<file path="config.mk">
export PLATFORM = sky130hd
export DESIGN_NAME = fbfla_ram
export DESIGN_NICKNAME = d
export VERILOG_FILES = /design/src/rtl/fbfla_ram.sv
export SDC_FILE = /design/constraint.sdc
export NUM_CORES = 1
export LEC_CHECK = 0
export ABC_AREA = 1
export BUFFER_PORTS_ARGS = -buffer_cell sky130_fd_sc_hd__buf_2
export CAP_MARGIN = 20
export CORE_ASPECT_RATIO = 0.5
export CORE_UTILIZATION = 37
export CTS_CLUSTER_DIAMETER = 150
export CTS_CLUSTER_SIZE = 12
export DETAILED_ROUTE_END_ITERATION = 7
export PLACE_DENSITY_LB_ADDON = 0.2
export SKIP_CTS_REPAIR_TIMING = 1
export SYNTH_ARGS = -nofsm -noshare
export SYNTH_HDL_FRONTEND = slang
export SYNTH_SLANG_ARGS = --single-unit
</file>
<file path="constraint.sdc">
create_clock -name clock -period 3.53 [get_ports clock]
set_clock_uncertainty 0.2 [all_clocks]
set_input_delay 0.706 -clock clock [delete_from_list [all_inputs] [get_ports clock]]
set_output_delay 0.706 -clock clock [all_outputs]
set_load 0.03 [all_outputs]
</file>
<file path="src/rtl/fbfla_ram.sv">
// Generic single-write, single-read RAM with a registered read port.
module fbfla_ram #(
   parameter int WIDTH = 8,
   parameter int DEPTH = 16
) (
   input  logic                                       clock,
   input  logic                                       wr_en,
   input  logic [(DEPTH > 1 ? $clog2(DEPTH) : 1)-1:0] wr_addr,
   input  logic [WIDTH-1:0]                           wr_data,
   input  logic                                       rd_en,
   input  logic [(DEPTH > 1 ? $clog2(DEPTH) : 1)-1:0] rd_addr,
   output logic [WIDTH-1:0]                           rd_data
);

   logic [WIDTH-1:0] mem_ff [DEPTH];
   logic [WIDTH-1:0] rd_data_ff;

   always_ff @(posedge clock) begin
      if (wr_en) begin
         mem_ff[wr_addr] <= wr_data;
      end
      if (rd_en) begin
         rd_data_ff <= mem_ff[rd_addr];
      end
   end

   assign rd_data = rd_data_ff;

endmodule
</file>
==> results.md, run 1 <==
| Metric | This run |
|:---|:---|
| CP Capture Point | rd_data[0]$_DFFE_PP_ |
| Area of the die | 16,340 µm² |
| Minimum clock period after layout | 2.420 ns |
| Initial antenna violation count | 0 |
| Horizontal die dimension | 179.8 µm |
| Final count of negative-setup-slack endpoints | 0 |
| Number of detailed-route iterations in the first pass | 6 |
| Synthesized cell area | 5847 µm² |
| Worst EP required | 3.49 ns |
| Most frequent cell after synthesis | nand2_1 |
| Maximum operating frequency | 413.3 MHz |
| Measured slew at the worst slew-check pin | 0.9769 ns |
| Nets in the synthesized netlist | 570 |
| Max rail drop VDD | 235.7 µV |
| Synthesis warning total | 0 |
| Net Sw Power | 838.7 µW |
| Share of the synthesized area in the top cell type | 0.6985 |
| Cell Int Power | 2979 µW |
| Worst-case clock buffer depth | 2 |
| Final hold violations | 0 |
| Max-cap violations | 0 |
| Count of filler cells inserted in the layout | 1,469 |
| Synth async-reset ratio | 0 |
| Net count, final | 598 |
| Synth cell types | 11 |
| Starting density of the core | 0.3793 |
| RSZ-0062 raised after global routing | false |
| Worst setup startpoint | rd_addr[1] |
| Placed cell count | 764 |
| FF-to-FF End | rd_data[0]$_DFFE_PP_ |
| Top Ports | 27 |
| Top cells by instance count after synthesis | nand2_1 (173), edfxtp_1 (136), inv_1 (100) |
| Wire length of the first global-routing pass | 21,360 µm |
| Worst hold path class | input pin to flip-flop |
| Count of flip-flops with a built-in enable after synthesis | 136 |
| Inserted Diodes | 0 |
| Slew HR | 0.3463 |
| Post-DP HPWL | 8318 µm |
| Via count of the routed design | 3,767 |
| Die height | 90.89 µm |
| Post-synthesis average cell area | 10.61 µm² |
| Clock-pin slew on the worst setup and hold paths | 0.06 ns |
| Endpoint class of the critical path | flip-flop |
| Kind of start point of the critical path | input pin |
| Combinational cell fraction of total power | 0.060 |
| Arrival time of data at the critical path endpoint | 2.38 ns |
| Buffers added on ports | 26 |
| Routed wire per std cell | 17.20 µm |
| Maximum number of pins on one net before global-route repair | 65 |
| Cell taking the most area after synthesis | edfxtp_1 |
| Portion of total power attributed to the clock network | 0.461 |
| Total number of clock tree sinks | 136 |
| Most instantiated flip-flop cell in the synthesis netlist | edfxtp_1 |
| Number of CTS-inserted buffers | 17 |
| H-tree levels | 4 |
| GRT Util Overall | 0.1799 |
| CTS Root Buffer Type | clkbuf_16 |
| Cell count after synthesis | 551 |
| Classification of the worst setup path | input pin to flip-flop |
| Register-to-Register Path Depth | 6 |
| Switching portion of total power | 0.2197 |
| Number of global-route vias before repair | 3,639 |
| Crit-path max FO | 33 |
| Flop-to-flop setup slack | 2.11 ns |
| Register share of total power | 0.479 |
| Share of synthesized area occupied by flip-flops and latches | 0.6985 |
| Final TNS setup | 0 ns |
| Power density over cell area | 569.4 nW/µm² |
| Violated checks | design-rule violations |
| Remaining global-route overflow | 0 |
| Reg2reg start | mem_ff[7][0]$_DFFE_PP_ |
| Clock tree from TritonCTS | done |
| Top cells by area, synth | edfxtp_1 (70%), nand2_1 (11%), nand3_1 (8.3%), inv_1 (6.4%), buf_6 (1.2%) |
| Fin cells | 796 |
| Count of state elements after synthesis | 136 |
| Share of the cycle needed by the critical path after routing | 0.6854 |
| Hold slack | 0.4890 ns |
| Vias per std cell | 4.732 |
| Layout cell share with drive strength beyond 1 | 0.1081 |
| Run status | complete, but fails checks |
| Growth of design area from synthesis to finish | 14.68% |
| Placement row count | 32 |
| Pins over their slew limit | 0 |
| Drt total wl | 13,690 µm |
| Placer congestion estimate | 0.7701 |
| Count of unresolved DRC violations after routing | 1 |
| Leak Pwr | 0.002845 µW |
| Detailed router's first-iteration violation count | 240 |
| Clock latency of the later-clocked register in the worst-skew pair | 0.41 ns |
| Area of the core region | 15,410 µm² |
| Residual antenna-violating net count after detailed routing | 0 |
cell type report:
class                           count  area, µm²  area share
Clock buffer                       18      429.2     0.06400
Clock inverter                     14      157.7     0.02351
Inverter                          102      382.9     0.05710
Multi-Input combinational cell    289       1214      0.1810
Sequential cell                   136       4084      0.6091
Tap cell                          204      255.2     0.03807
Timing Repair Buffer               33      182.7     0.02724
layer usage:
| layer | track usage | wire, µm | share of wire |
|---|---|---|---|
| met1 | 0.2570 | 6903 | 0.50 |
| met2 | 0.2750 | 6148 | 0.45 |
| met3 | 0.03952 | 532 | 0.039 |
| met4 | 0.05101 | 103 | 0.0075 |
| met5 | 0 | 0 | 0 |
layout by cell type (no fill, tap or decap), drive strengths merged:
cell type / netlist / final
edfxtp: 136 / 136
clkbuf: 0 / 18
nand2: 173 / 173
clkinvlp: 0 / 3
inv: 102 / 102
buf: 24 / 33
clkinv: 0 / 8
bufinv: 0 / 3
nand3: 97 / 97
nor2: 17 / 17
nand3b: 2 / 2
worst max-delay path, stage by stage:
cell	delay, ns
buf_2	0.56
inv_2	0.47
nand3_1	0.23
nand3_1	0.12
nand3_1	0.17
nand2_1	0.07
sequential cells by signal, indices dropped and copies added (netlist names):
register	flops
rd_data	8
mem_ff	128
cell families (layout without fill, tap and decap cells):
family,Yosys count,count (layout),share of synthesized area
flip-flops,136,136,0.6985
buffers and inverters,126,167,0.09394
AND/OR/NAND/NOR,289,289,0.2076
power by group through the flow:
stage | combinational (µW) | sequential, µW | clock, µW
6_report | 228 | 1830 | 1760
3_5_place_dp | 228 | 1860 | 0
4_1_cts | 229 | 1830 | 1780
5_1_grt | 251 | 1830 | 1850
2_1_floorplan | 128 | 1880 | 0
3_3_place_gp | 227 | 1860 | 0
stage by stage:
stage                     worst slack (ns)  total power (µW)  area, µm²  utilization
after floorplan                      1.673              2005       5847            -
after global placement              0.7475              2091       6118       0.3969
after detailed placement            0.7153              2092       6118       0.3969
after CTS                            1.143              3838       6705       0.4350
after global routing                 1.042              3935       6705       0.4350
final                                1.110              3818       6705       0.4350
worst min-delay path by stage:
stage          depth (start not counted)  slack (ns)                     from                    to
2_1_floorplan                          6        0.48  mem_ff[10][0]$_DFFE_PP_  rd_data[0]$_DFFE_PP_
3_3_place_gp                           6        0.53  mem_ff[14][1]$_DFFE_PP_  rd_data[1]$_DFFE_PP_
3_5_place_dp                           6        0.54  mem_ff[12][1]$_DFFE_PP_  rd_data[1]$_DFFE_PP_
4_1_cts                                1        0.48                    rd_en  rd_data[6]$_DFFE_PP_
5_1_grt                                1        0.48                    rd_en  rd_data[6]$_DFFE_PP_
6_report                               1        0.49                    rd_en  rd_data[6]$_DFFE_PP_
(Power assumes the default switching activity.)
==> inputs of run 2 (changes only) <==
clock period = 2.3 ns   (was 3.53 ns; I/O delays follow)
==> results.md, run 2 (same netlist as run 1, synthesis figures left out) <==
| Metric | This run | vs previous |
|:---|:---|:---|
| Run status | complete, but fails checks | unchanged |
| Violated checks | design-rule violations | unchanged |
| Max-cap violations | 0 | unchanged |
| Leak Pwr | 0.002913 µW | was 0.002845 µW |
| RSZ-0062 raised after global routing | false | unchanged |
| Net count, final | 615 | was 598 |
| FF-to-FF End | rd_data[3]$_DFFE_PP_ | was rd_data[0]$_DFFE_PP_ |
| Vias per std cell | 4.776 | was 4.732 |
| Share of the cycle needed by the critical path after routing | 0.7440 |  |
| Max rail drop VDD | 431.6 µV | was 235.7 µV |
| Growth of design area from synthesis to finish | 16.33% | was 14.68% |
| Number of detailed-route iterations in the first pass | 7 | was 6 |
| Final hold violations | 0 | unchanged |
| Register-to-Register Path Depth | 6 | unchanged |
| Drt total wl | 13,950 µm | was 13,690 µm |
| Clock-pin slew on the worst setup and hold paths | 0.06 ns | about the same |
| Crit-path max FO | 1 | was 33 |
| Worst-case clock buffer depth | 2 | unchanged |
| Classification of the worst setup path | flip-flop to output port | was input pin to flip-flop |
| Area of the core region | 15,410 µm² | unchanged |
| Measured slew at the worst slew-check pin | 0.6676 ns | was 0.9769 ns |
| Most common cell after layout, fill and taps aside | nand2_1 | unchanged |
| Fin cells | 813 | was 796 |
| Power density over cell area | 822.0 nW/µm² | was 569.4 nW/µm² |
| Starting density of the core | 0.3793 | unchanged |
| Inserted Diodes | 0 | unchanged |
| Biggest cell delay along the critical path | 0.42 ns | was 0.56 ns |
| Area of the die | 16,340 µm² | unchanged |
| Register with the most flip-flops | mem_ff | unchanged |
| Buffers added on ports | 26 | unchanged |
| Final count of negative-setup-slack endpoints | 0 | unchanged |
| Number of global-route vias before repair | 3,755 | was 3,639 |
| Routed wire per std cell | 17.16 µm | was 17.20 µm |
| Crit path buffers/inverters | 1 | was 2 |
| Most frequent cells in the layout | nand2_1 (173), edfxtp_1 (136), inv_1 (100), nand3_1 (97), buf_2 (26) | unchanged |
| Detailed router's first-iteration violation count | 221 | was 240 |
| Initial antenna violation count | 0 | unchanged |
| Flip-flop count of the largest register, all copies and words added | 128 | unchanged |
| Endpoint class of the critical path | output port | was flip-flop |
| GRT Util Overall | 0.1850 | was 0.1799 |
| Largest delay contributor family on the critical path | flip-flops | was buffers and inverters |
| Post-DP HPWL | 8722 µm | was 8318 µm |
| Kind of start point of the critical path | flip-flop | was input pin |
| Count of unresolved DRC violations after routing | 1 | unchanged |
| Residual antenna-violating net count after detailed routing | 0 | unchanged |
| CTS Root Buffer Type | clkbuf_16 | unchanged |
| Via count of the routed design | 3,883 | was 3,767 |
| CP Capture Point | rd_data[4] | was rd_data[0]$_DFFE_PP_ |
| Placement row count | 32 | unchanged |
| Slew HR | 0.5543 | was 0.3463 |
| Maximum number of pins on one net before global-route repair | 37 | was 65 |
| Worst EP required | 1.64 ns | was 3.49 ns |
| Worst hold path class | input pin to flip-flop | unchanged |
| Number of CTS-inserted buffers | 17 | unchanged |
| Clock latency of the later-clocked register in the worst-skew pair | 0.41 ns | about the same |
| Worst setup startpoint | rd_data[4]$_DFFE_PP_ | was rd_addr[1] |
| Layout cell share with drive strength beyond 1 | 0.1363 | was 0.1081 |
| Cell-by-cell trace of the critical path | buf_2 | was buf_2, inv_2, nand3_1, nand3_1, nand3_1, nand2_1 |
| Minimum clock period after layout | 1.711 ns |  |
| Stages on worst setup path | 1 | was 6 |
| Die height | 90.89 µm | unchanged |
| Flop-to-flop setup slack | 0.93 ns | was 2.11 ns |
| Placed cell count | 781 | was 764 |
| Worst path slowest cell | edfxtp_1 | was buf_2 |
| Top Ports | 27 | unchanged |
| Clock tree from TritonCTS | done | unchanged |
| Reg2reg start | mem_ff[7][3]$_DFFE_PP_ | was mem_ff[7][0]$_DFFE_PP_ |
| Horizontal die dimension | 179.8 µm | unchanged |
| H-tree levels | 4 | unchanged |
| Total number of clock tree sinks | 136 | unchanged |
| Pins over their slew limit | 0 | unchanged |
| Remaining global-route overflow | 0 | unchanged |
| Maximum operating frequency | 584.4 MHz |  |
| Wire length of the first global-routing pass | 21,890 µm | was 21,360 µm |
| Placer congestion estimate | 0.7785 | was 0.7701 |
| Arrival time of data at the critical path endpoint | 1.05 ns | was 2.38 ns |
| Final TNS setup | 0 ns | unchanged |
==> run 2: how the worst min path moves through the flow <==
stage / slack, ns / to / cells past startpoint / from
2_1_floorplan: 0.36 / mem_ff[0][0]$_DFFE_PP_ / 0 / wr_data[0]
3_3_place_gp: 0.52 / rd_data[6]$_DFFE_PP_ / 6 / mem_ff[11][6]$_DFFE_PP_
3_5_place_dp: 0.52 / rd_data[7]$_DFFE_PP_ / 6 / mem_ff[10][7]$_DFFE_PP_
4_1_cts: 0.23 / rd_data[7]$_DFFE_PP_ / 1 / rd_en
5_1_grt: 0.23 / rd_data[0]$_DFFE_PP_ / 1 / rd_en
6_report: 0.24 / rd_data[3]$_DFFE_PP_ / 1 / rd_en
==> run 2: power by group <==
part | internal, µW | total [µW] | switching (µW)
clock network | 1370 | 2420 | 1040
registers | 2790 | 2810 | 18.1
logic | 102 | 363 | 261
total | 4270 | 5590 | 1320
==> run 2: per-stage QoR <==
step                power [µW]  instance area (µm²)  setup WS, ns  hold WS [ns]  utilization
floorplan                 3077                 5847        0.6892        0.3589            -
global placement          3223                 6271        0.3441        0.5217       0.4068
detailed placement        3226                 6271        0.3379        0.5215       0.4068
CTS                       5643                 6802        0.5743        0.2263       0.4412
global route              5788                 6802        0.5732        0.2294       0.4412
finish                    5591                 6802        0.5888        0.2421       0.4412
==> run 2: worst reg2reg max path: cells and delay by family, from the launching register on <==
family | cells | cell delay [ns]
flip-flops | 1 | 0.37
AND/OR/NAND/NOR | 5 | 0.50
buffers and inverters | 1 | 0.06
==> run 2: final cells by class <==
| cell class | count | area [µm²] |
|---|---|---|
| Multi-Input combinational cell | 289 | 1214 |
| Clock inverter | 15 | 105.1 |
| Timing Repair Buffer | 50 | 335.3 |
| Inverter | 102 | 382.9 |
| Fill cell | 1433 | 8613 |
| Clock buffer | 17 | 425.4 |
| Sequential cell | 136 | 4084 |
| Tap cell | 204 | 255.2 |
==> run 2: per-layer routing <==
metal	wire, µm	up-vias	global-route usage
li1	-	1880	-
met3	755	8	0.04879
met1	6723	1914	0.2581
met4	158	0	0.06178
met5	0	-	0
met2	6315	81	0.2798
